--- config.mk ---
export PLATFORM = sky130hd
export DESIGN_NAME = ope_horner_step
export DESIGN_NICKNAME = d
export VERILOG_FILES = /design/src/rtl/ope_pkg.sv /design/src/rtl/ope_horner_step.sv
export SDC_FILE = /design/constraint.sdc
export NUM_CORES = 2
export LEC_CHECK = 0
export BUFFER_PORTS_ARGS = -buffer_cell sky130_fd_sc_hd__buf_2
export CORE_MARGIN = 5
export CORE_UTILIZATION = 50
export DETAILED_ROUTE_END_ITERATION = 10
export PLACE_DENSITY = 0.75
export SYNTH_ARGS = -nofsm -noshare
export SYNTH_HDL_FRONTEND = slang
export SYNTH_SLANG_ARGS = --single-unit
--- constraint.sdc ---
create_clock -name clk_i -period 16 [get_ports clk_i]
set_clock_uncertainty 0.1 [all_clocks]
set_input_delay 0.8 -clock clk_i [delete_from_list [all_inputs] [get_ports clk_i]]
set_output_delay 0.8 -clock clk_i [all_outputs]
set_load 0.01 [all_outputs]
--- src/rtl/ope_pkg.sv ---
// ----------------------------------------------------------------------------
// ope_pkg
// Shared widths, limits, register indexes and the stage bus type of the
// offset polynomial evaluator.
// ----------------------------------------------------------------------------
package ope_pkg;

  // Polynomial degree and coefficient register count
  localparam int MAX_DEGREE = 6;
  localparam int NUM_COEF   = 7;
  localparam int NUM_STEPS  = MAX_DEGREE + 1;

  // Datapath widths
  localparam int XW     = 32;  // Q16.16 sample, offset, coefficient
  localparam int DW     = 33;  // Q17.16 sample minus offset
  localparam int ACCW   = 48;  // Q32.16 accumulator
  localparam int DCW    = 35;  // k * coef_k
  localparam int PLW    = 65;  // low partial product, 32 x 33
  localparam int PHW    = 49;  // high partial product, 16 x 33
  localparam int QW     = 66;  // rounded magnitude before clamp
  localparam int SUMW   = 50;  // coefficient add
  localparam int CFG_IDX_W = 3;

  // Register indexes of the configuration port
  localparam logic [CFG_IDX_W-1:0] CFG_X_OFFSET  = 3'd0;
  localparam logic [CFG_IDX_W-1:0] CFG_COEF_BASE = 3'd1;

  // Accumulator limits
  localparam logic signed [ACCW-1:0] ACC_MAX = {1'b0, {(ACCW-1){1'b1}}};
  localparam logic signed [ACCW-1:0] ACC_MIN = {1'b1, {(ACCW-1){1'b0}}};
  localparam logic [ACCW-1:0] MAG_POS_LIM = {1'b0, {(ACCW-1){1'b1}}};
  localparam logic [ACCW-1:0] MAG_NEG_LIM = {1'b1, {(ACCW-1){1'b0}}};

  // Item state between Horner steps
  typedef struct packed {
    logic signed [ACCW-1:0] acc;
    logic signed [DW-1:0]   d;
    logic                   op;
    logic                   ovf;
  } step_bus_t;

endpackage

--- src/rtl/ope_horner_step.sv ---
// ----------------------------------------------------------------------------
// ope_horner_step
// One Horner step, acc = sat(sat(round(acc * d)) + e), in four register
// stages: magnitudes, partial products, round and clamp, coefficient add.
// ----------------------------------------------------------------------------
module ope_horner_step (
  input  logic                              clk_i,
  input  logic                              rst_ni,
  input  logic                              in_valid_i,
  output logic                              in_ready_o,
  input  ope_pkg::step_bus_t                in_bus_i,
  input  logic signed [ope_pkg::XW-1:0]     e_poly_i,
  input  logic signed [ope_pkg::DCW-1:0]    e_der_i,
  output logic                              out_valid_o,
  input  logic                              out_ready_i,
  output ope_pkg::step_bus_t                out_bus_o
);
  import ope_pkg::*;

  // Stage valids and advance chain
  logic v1_q, v2_q, v3_q, v4_q;
  logic adv1, adv2, adv3, adv4;

  assign adv4 = !v4_q || out_ready_i;
  assign adv3 = !v3_q || adv4;
  assign adv2 = !v2_q || adv3;
  assign adv1 = !v1_q || adv2;
  assign in_ready_o = adv1;

  always_ff @(posedge clk_i or negedge rst_ni) begin
    if (!rst_ni) begin
      v1_q <= 1'b0;
      v2_q <= 1'b0;
      v3_q <= 1'b0;
      v4_q <= 1'b0;
    end else begin
      if (adv1) v1_q <= in_valid_i;
      if (adv2) v2_q <= v1_q;
      if (adv3) v3_q <= v2_q;
      if (adv4) v4_q <= v3_q;
    end
  end

  // Stage 1: magnitudes of accumulator and d, product sign
  logic [ACCW-1:0] a_mag_d, a_mag_q;
  logic [DW-1:0]   b_mag_d, b_mag_q;
  logic            neg1_q, op1_q, ovf1_q;
  logic signed [DW-1:0] d1_q;

  assign a_mag_d = in_bus_i.acc[ACCW-1] ? ACCW'(-in_bus_i.acc) : ACCW'(in_bus_i.acc);
  assign b_mag_d = in_bus_i.d[DW-1] ? DW'(-in_bus_i.d) : DW'(in_bus_i.d);

  always_ff @(posedge clk_i) begin
    if (adv1) begin
      a_mag_q <= a_mag_d;
      b_mag_q <= b_mag_d;
      neg1_q  <= in_bus_i.acc[ACCW-1] ^ in_bus_i.d[DW-1];
      op1_q   <= in_bus_i.op;
      ovf1_q  <= in_bus_i.ovf;
      d1_q    <= in_bus_i.d;
    end
  end

  // Stage 2: partial products of the magnitudes
  logic [PLW-1:0] p_lo_q;
  logic [PHW-1:0] p_hi_q;
  logic           neg2_q, op2_q, ovf2_q;
  logic signed [DW-1:0] d2_q;

  always_ff @(posedge clk_i) begin
    if (adv2) begin
      p_lo_q <= PLW'(a_mag_q[31:0]) * PLW'(b_mag_q);
      p_hi_q <= PHW'(a_mag_q[ACCW-1:32]) * PHW'(b_mag_q);
      neg2_q <= neg1_q;
      op2_q  <= op1_q;
      ovf2_q <= ovf1_q;
      d2_q   <= d1_q;
    end
  end

  // Stage 3: drop 16 fraction bits, round half away from zero, clamp
  logic [QW-1:0]   rnd, q;
  logic [ACCW-1:0] lim, qs_d, qs_q;
  logic            qov;
  logic            neg3_q, op3_q, ovf3_q;
  logic signed [DW-1:0] d3_q;

  always_comb begin
    rnd  = QW'(p_lo_q) + QW'(17'h08000);
    q    = QW'({p_hi_q, 16'b0}) + QW'(rnd[QW-1:16]);
    lim  = neg2_q ? MAG_NEG_LIM : MAG_POS_LIM;
    qov  = q > QW'(lim);
    qs_d = qov ? lim : q[ACCW-1:0];
  end

  always_ff @(posedge clk_i) begin
    if (adv3) begin
      qs_q   <= qs_d;
      neg3_q <= neg2_q;
      op3_q  <= op2_q;
      ovf3_q <= ovf2_q | qov;
      d3_q   <= d2_q;
    end
  end

  // Stage 4: apply sign, add coefficient, saturate
  logic signed [SUMW-1:0] e_ext, q_ext, sum;
  logic signed [ACCW-1:0] acc_d;
  logic                   sov;
  step_bus_t              out_q;

  always_comb begin
    e_ext = op3_q ? SUMW'(e_der_i) : SUMW'(e_poly_i);
    q_ext = $signed(SUMW'(qs_q));
    sum   = neg3_q ? (e_ext - q_ext) : (e_ext + q_ext);
    sov   = 1'b0;
    if (sum > SUMW'(ACC_MAX)) begin
      acc_d = ACC_MAX;
      sov   = 1'b1;
    end else if (sum < SUMW'(ACC_MIN)) begin
      acc_d = ACC_MIN;
      sov   = 1'b1;
    end else begin
      acc_d = sum[ACCW-1:0];
    end
  end

  always_ff @(posedge clk_i) begin
    if (adv4) begin
      out_q.acc <= acc_d;
      out_q.d   <= d3_q;
      out_q.op  <= op3_q;
      out_q.ovf <= ovf3_q | sov;
    end
  end

  assign out_valid_o = v4_q;
  assign out_bus_o   = out_q;

`ifndef SYNTHESIS
  // Clamped magnitude never exceeds the negative limit
  a_qs_range: assert property (@(posedge clk_i) disable iff (!rst_ni)
    v3_q |-> (qs_q <= MAG_NEG_LIM))
    else $error("rounded magnitude beyond limit");

  // A blocked stage 3 item stays put
  a_s3_hold: assert property (@(posedge clk_i) disable iff (!rst_ni)
    (v3_q && !adv4) |=> (v3_q && $stable(qs_q) && $stable(neg3_q)))
    else $error("stage 3 item lost while blocked");
`endif

endmodule

## After elaboration in Yosys (flattened, before gate mapping)

Cells that the tools add are included.

- $add $sub $neg: 6
- $mul: 2
- Div/mod/pow operators: 0
- $lt $le $gt $ge: 3
- Equality and inequality tests: 0
- Shifts and indexed selects: 0
- Muxes and demuxes: 9
- Bitwise gates (word level): 3
- Reductions and logical operators: 8

Operators with widths:

| operator | count |
|---|---|
| $mux 48 | 3 |
| $mux 50 | 2 |
| $add 65x16->66 const B | 1 |
| $add 65x50->66 | 1 |
| $gt 66x48->1 | 1 |
| $mul 32x33->65 | 1 |
| $add 50x49->50 | 1 |
| $gt 50x48->1 const B | 1 |
| $lt 50x48->1 const B | 1 |
| $sub 50x49->50 | 1 |
| $mul 16x33->49 | 1 |
| $neg 48->48 | 1 |
| $mux 47 | 1 |
| $neg 33->33 | 1 |
| $mux 32 | 1 |
| $logic_not 1->1 | 4 |
| $logic_or 1x1->1 | 4 |
| $mux 1 | 2 |
| $or 1x1->1 | 2 |
| $xor 1x1->1 | 1 |

- Bits in registers: 438
- Bits in latches: 0
- RAM bits: 0
- ROM bits: 0
- Bits of input ports: 154
- Output and inout bits: 85
- Logic and storage cells: 58
- Memories kept: 0

## Longest topological paths before layout

- Depth after elaboration: 7
- Gate-level depth with buffers: 33
- Mapped depth without buffers: 31

## Least setup slack after synthesis

No wires, ideal clock.

- Path kind: register to register
- From: reg b_mag_q[9]
- To: reg p_lo_q[36] (data pin)
- Library setup time: 0.259 ns
- Arrival: 7.389 ns
- Required time: 15.641 ns
- Path slack: 8.252 ns
- Cell stages (with the launch flop): 29
- Path buffers: 2
- Period minus slack after synthesis: 7.748 ns
- Cell sequence: edfxtp_1 clkbuf_1 clkbuf_1 nand2_1 fa_1 inv_1 fa_1 fa_1 inv_1 fa_1 inv_1 fa_1 inv_1 fa_1 inv_1 fa_1 fa_1 ha_1 a21oi_1 o21bai_1 a221o_1 a21o_1 a2111o_1 a31o_2 a311oi_1 nor2b_1 o21a_1 nor2_1 xnor2_1

- Cells in the longest elaborated chain, start to end: 1

RTL lines:

| what | line | source |
|---|---|---|
| start: declaration | ope_horner_step.sv:46 | `logic [DW-1:0] b_mag_d, b_mag_q;` |
| start signal: assignment | ope_horner_step.sv:56 | `b_mag_q <= b_mag_d;` |
| $mul 32x33->65 | ope_horner_step.sv:72 | `p_lo_q <= PLW'(a_mag_q[31:0]) * PLW'(b_mag_q);` |
| end signal: assignment | ope_horner_step.sv:72 |  |
| end: declaration | ope_horner_step.sv:65 | `logic [PLW-1:0] p_lo_q;` |

Every way passes these cells.
A chain may end at the register's enable or synchronous reset.

## Worst setup path after layout

- From: reg a_mag_q[4]
- To: reg p_lo_q[60] (data pin)

- Cells in the longest elaborated chain, start to end: 1

RTL lines:

| what | line | source |
|---|---|---|
| start: declaration | ope_horner_step.sv:45 | `logic [ACCW-1:0] a_mag_d, a_mag_q;` |
| start signal: assignment | ope_horner_step.sv:55 | `a_mag_q <= a_mag_d;` |
| $mul 32x33->65 | ope_horner_step.sv:72 |  |

Every way passes these cells.

==> flow_results.org <==
** Clock tree
- Inserted Clock Buffers :: 50
- In this run the number of H-tree levels came out at 2.
- The clock passes through at most 3 buffers.
- After clock tree synthesis, the clock-pin slew on the worst setup and hold paths is approximately 0.06 ns.
- TritonCTS built the clock tree.
- The clock drives roughly 420 sinks.
- Count of instances resized after the clock tree is built :: 0
- At the later pin of the worst-skew pair, clock insertion delay measures 0.66 ns.
- CTS placed an instance of sky130_fd_sc_hd__clkbuf_16 at the clock tree root.
- Post-CTS Setup Inserts :: 0

** Placement
- Once detailed placement completed, the half-perimeter wirelength came to 147.9 mm.
- IO Port Bufs :: 238
- At the end of routability-driven placement, the weighted congestion stood at between 0.9 and 1.

** Global route
- For this run, global-route usage on met3 was measured as 0.07127.
- The first global-routing pass estimated 311.6 mm of wire.
- GRT Residual Overflow :: 0
- Antenna violations before repair :: 19
- Entering global routing, the biggest net connects 86 pins.
- GR Util All Layers :: 0.2587
- The via count of the first global-routing pass is 57.09k.
- For met1 alone, demand over resource in global routing was 0.3302.
- In the global route stage, met2 resource usage came out at 0.4274.
- GRT Max-Usage Layer :: met2

** Drt
- Dividing the detail-routed wire length by the instance count gives 20.63 um.
- For this block, the routed nets add up to 196.6 mm of wire.
- Average via count per standard cell :: approximately 5.6
- For this run, the detailed router's first-pass iteration total came to 5.
- The count of nets left with antenna violations once routing finished came out at 0.
- For this run, design rule violations remaining after detail routing come to 0.
- Iter 0 DRT Violations :: 4048
- The routed layout has 53.45k vias.

** Synth
- For this run, the register share of the synthesized area comes to 0.1730.
- For this run, the leading register cell type out of synthesis is sky130_fd_sc_hd__edfxtp_1.
- In this run, distinct cell masters in the synthesized netlist total about 90.
- Number of instances in the synthesized netlist :: 7581
- Counting every net in the synthesized netlist gives a little under 10k.
- In this run, synthesis inferred 418 flip-flops with an integrated enable.
- Async SR Flop Fraction :: 0.009479
- Post-synthesis average cell area :: 9.649 sq um
- Synthesis inferred 422 register bits.
- The synthesized netlist occupies a cell area of 0.07315 sq mm.
- Yosys printed 0 warnings.

** Timing
- Setup repair after global routing left no endpoint under its margin.
- Setup total negative slack :: 0 ns
- Final setup violating endpoints :: 0
- Final count of hold timing violations :: 0
- Across all hold checks on the routed design, the worst slack comes to 0.2273 ns.
- Period utilisation layout :: 0.5640
- Minimum period implied by the final worst setup slack :: 9.024 ns
- Worst-case headroom to the max-slew limit :: 0.1604
- For the pin with the worst max-slew slack, the measured transition is approximately 1.3 ns.
- Max-slew violations :: 0
- Timing would allow up to approximately 110 MHz.

** Setup path
- Start of the worst register-to-register path :: a_mag_q[4]$_DFFE_PP_
- Endpoint of the lowest-slack register-to-register path :: p_lo_q[60]$_DFFE_PP_
- The most critical setup path has its startpoint at a_mag_q[4]$_DFFE_PP_.
- Type of element launching the critical path :: flip-flop
- Following the worst setup path forward leads to its endpoint at p_lo_q[60]$_DFFE_PP_.
- Of all nets on the critical path, the largest fanout is 33.
- Critical Setup Path Class :: flip-flop to flip-flop
- At the worst endpoint, the arrival time is 9.30 ns.
- STA classifies the critical path endpoint as a flip-flop.
- Number of cell instances on the worst register-to-register path :: 25
- At the worst endpoint, the required time is 16.28 ns.
- The setup check on the worst reg-to-reg path leaves a slack of 6.98 ns.

** Finish
- In the final layout, the multi-input gates occupy approximately 0.054 sq mm.
- Sequential Area :: 0.01265 sq mm
- In the final layout, the share of cells above drive strength 1 is 0.07143.
- Number of filler instances in the final layout :: 12.73k
- Number of nets in the finished design :: 9592
- The area growth from synthesis to layout is 6.074%.

** Floorplan
- The die is between 300 and 400 um wide.
- Initial Util :: 0.5025
- Pin placement for this block handled 239 I/O pins.
- Y dimension of the die :: 392.5 um
- The floorplan step defined a core boundary enclosing 0.1456 sq mm.
- After floorplanning, the core was divided into between 100 and 150 placement rows.
- The die covers 0.1540 sq mm.

** Job
- Max capacitance violation total :: 0

** Worst hold path
- The path class of the tightest hold or removal check is input pin to flip-flop.

** Status
- The flow ran to the end, and the final reports show no timing, DRC or antenna violations.
[metal layers]
metal	up-vias	wire length (um)
li1	23490	-
met1	27000	75010
met2	2483	92360
met3	485	21380
met4	0	7874
met5	-	0
[layout make-up]
| type | count | share of cell area |
|---|---|---|
| Clock inverter | 38 | 0.005515 |
| Antenna cell | 10 | 0.0003225 |
| Tap cell | 1917 | 0.03091 |
| Multi-Input combinational cell | 5365 | 0.6922 |
| Timing Repair Buffer | 329 | 0.02419 |
| Inverter | 1394 | 0.06745 |
| Clock buffer | 54 | 0.01632 |
| Sequential cell | 422 | 0.1631 |
[cells in the final DEF, fill, tap and decap left out, types with 11 or more instances in the layout]
cell and n:
sky130_fd_sc_hd__a211oi_1 16, sky130_fd_sc_hd__a21o_1 135, sky130_fd_sc_hd__a21oi_1 231, sky130_fd_sc_hd__a221oi_1 11, sky130_fd_sc_hd__a31oi_1 16, sky130_fd_sc_hd__and2_1 636
sky130_fd_sc_hd__and3_1 33, sky130_fd_sc_hd__buf_2 238, sky130_fd_sc_hd__buf_4 90, sky130_fd_sc_hd__clkbuf_16 50, sky130_fd_sc_hd__edfxtp_1 418, sky130_fd_sc_hd__fa_1 1359
sky130_fd_sc_hd__ha_1 517, sky130_fd_sc_hd__inv_1 1392, sky130_fd_sc_hd__mux2_2 75, sky130_fd_sc_hd__nand2_1 1140, sky130_fd_sc_hd__nand2b_1 33, sky130_fd_sc_hd__nand3_1 55
sky130_fd_sc_hd__nand4_1 70, sky130_fd_sc_hd__nor2_1 158, sky130_fd_sc_hd__nor2b_1 26, sky130_fd_sc_hd__nor3_1 49, sky130_fd_sc_hd__nor4_1 26, sky130_fd_sc_hd__o211ai_1 18
sky130_fd_sc_hd__o21a_1 24, sky130_fd_sc_hd__o21ai_0 134, sky130_fd_sc_hd__o21ai_1 12, sky130_fd_sc_hd__o21ai_2 18, sky130_fd_sc_hd__o21bai_1 28, sky130_fd_sc_hd__o31ai_1 31
sky130_fd_sc_hd__o41ai_1 13, sky130_fd_sc_hd__or2_2 14, sky130_fd_sc_hd__or3_1 21, sky130_fd_sc_hd__or4_1 14, sky130_fd_sc_hd__xnor2_1 263, sky130_fd_sc_hd__xor2_1 76
[critical path, stage by stage, from the launching register on]
cell                       delay (ns)
sky130_fd_sc_hd__edfxtp_1        1.05
sky130_fd_sc_hd__and2_1          0.27
sky130_fd_sc_hd__fa_1            0.43
sky130_fd_sc_hd__inv_1           0.09
sky130_fd_sc_hd__fa_1            0.43
sky130_fd_sc_hd__fa_1            0.52
sky130_fd_sc_hd__fa_1            0.57
sky130_fd_sc_hd__inv_1           0.06
sky130_fd_sc_hd__fa_1            0.51
sky130_fd_sc_hd__inv_1           0.06
sky130_fd_sc_hd__fa_1            0.53
sky130_fd_sc_hd__inv_1           0.05
sky130_fd_sc_hd__fa_1            0.49
sky130_fd_sc_hd__fa_1            0.42
sky130_fd_sc_hd__ha_1            0.36
sky130_fd_sc_hd__a21oi_1         0.19
sky130_fd_sc_hd__o21bai_1        0.11
sky130_fd_sc_hd__a221o_1         0.36
sky130_fd_sc_hd__a21o_1          0.22
sky130_fd_sc_hd__a211o_1         0.36
sky130_fd_sc_hd__a21oi_1         0.40
sky130_fd_sc_hd__a21oi_1         0.14
sky130_fd_sc_hd__o21ai_0         0.38
sky130_fd_sc_hd__a21oi_1         0.19
sky130_fd_sc_hd__a221oi_1        0.34
sky130_fd_sc_hd__xnor2_1         0.10
[per-stage QoR]
step | util | worst slack, ns | std cells | instance area [sq um]
final | 0.5330 | 6.976 | 9529 | 77590
after global routing | 0.5330 | 6.612 | 9526 | 77580
after CTS | 0.5329 | 6.987 | 9519 | 77570
after detailed placement | 0.5212 | 7.041 | 9426 | 75860
after global placement | 0.5212 | 7.165 | 9426 | 75860
after floorplan | - | 8.252 | 7581 | 73150
[synth_stat cells, types with 33 or more instances]
cell type                  instances  share of area
sky130_fd_sc_hd__inv_1          1393          0.071
sky130_fd_sc_hd__fa_1           1359           0.37
sky130_fd_sc_hd__nand2_1        1141          0.059
sky130_fd_sc_hd__and2_1          636          0.054
sky130_fd_sc_hd__ha_1            517          0.088
sky130_fd_sc_hd__edfxtp_1        418           0.17
sky130_fd_sc_hd__clkbuf_1        383          0.020
sky130_fd_sc_hd__xnor2_1         263          0.031
sky130_fd_sc_hd__a21oi_1         231          0.016
sky130_fd_sc_hd__nor2_1          158         0.0081
sky130_fd_sc_hd__a21o_1          135          0.014
sky130_fd_sc_hd__o21ai_0         134         0.0092
sky130_fd_sc_hd__xor2_1           76         0.0091
sky130_fd_sc_hd__mux2_2           75          0.012
sky130_fd_sc_hd__nand4_1          70         0.0060
sky130_fd_sc_hd__nand3_1          56         0.0038
sky130_fd_sc_hd__nor3_1           49         0.0034
sky130_fd_sc_hd__and3_1           33         0.0028
sky130_fd_sc_hd__nand2b_1         33         0.0028
[registers in the layout, summed over array words and instances, names as in the netlist, 32 cells and up]
signal	cells
p_hi_q	49
a_mag_q	48
out_bus_o	83
d3_q	33
d2_q	33
p_lo_q	50
d1_q	32
b_mag_q	33
qs_q	48
[cell families after synthesis]
group                      after synthesis  synth area share
DFF                                    422            0.1730
AOI/OAI and AO/OA                      753           0.06647
adders and majority gates             1876            0.4604
muxes                                   87           0.01322
buffers and inverters                 1794           0.09314
xor gates and xnor gates               341           0.04119
and+or+nand+nor                       2308            0.1526
[worst min path at each step]
stage,from,end,slack [ns],cells past startpoint
floorplan,d1_q[10]$_DFFE_PP_,d2_q[10]$_DFFE_PP_,0.30,0
global placement,d3_q[8]$_DFFE_PP_,out_bus_o[10]$_DFFE_PP_,0.30,0
detailed placement,d1_q[19]$_DFFE_PP_,d2_q[19]$_DFFE_PP_,0.30,0
CTS,in_bus_i[1],op1_q$_DFFE_PP_,0.19,1
global route,in_bus_i[1],op1_q$_DFFE_PP_,0.21,1
finish,in_bus_i[1],op1_q$_DFFE_PP_,0.23,1
[what timing repair did]
| item | in CTS | in global routing |
|---|---|---|
| hold endpoints to repair | 4 | 0 |
| hold buffers | 1 | 0 |
| setup endpoints to repair | 0 | 0 |
Power is left out: the tool's default activity adds up to more than one toggle a clock period on the data nets, which glitch-free logic cannot reach.
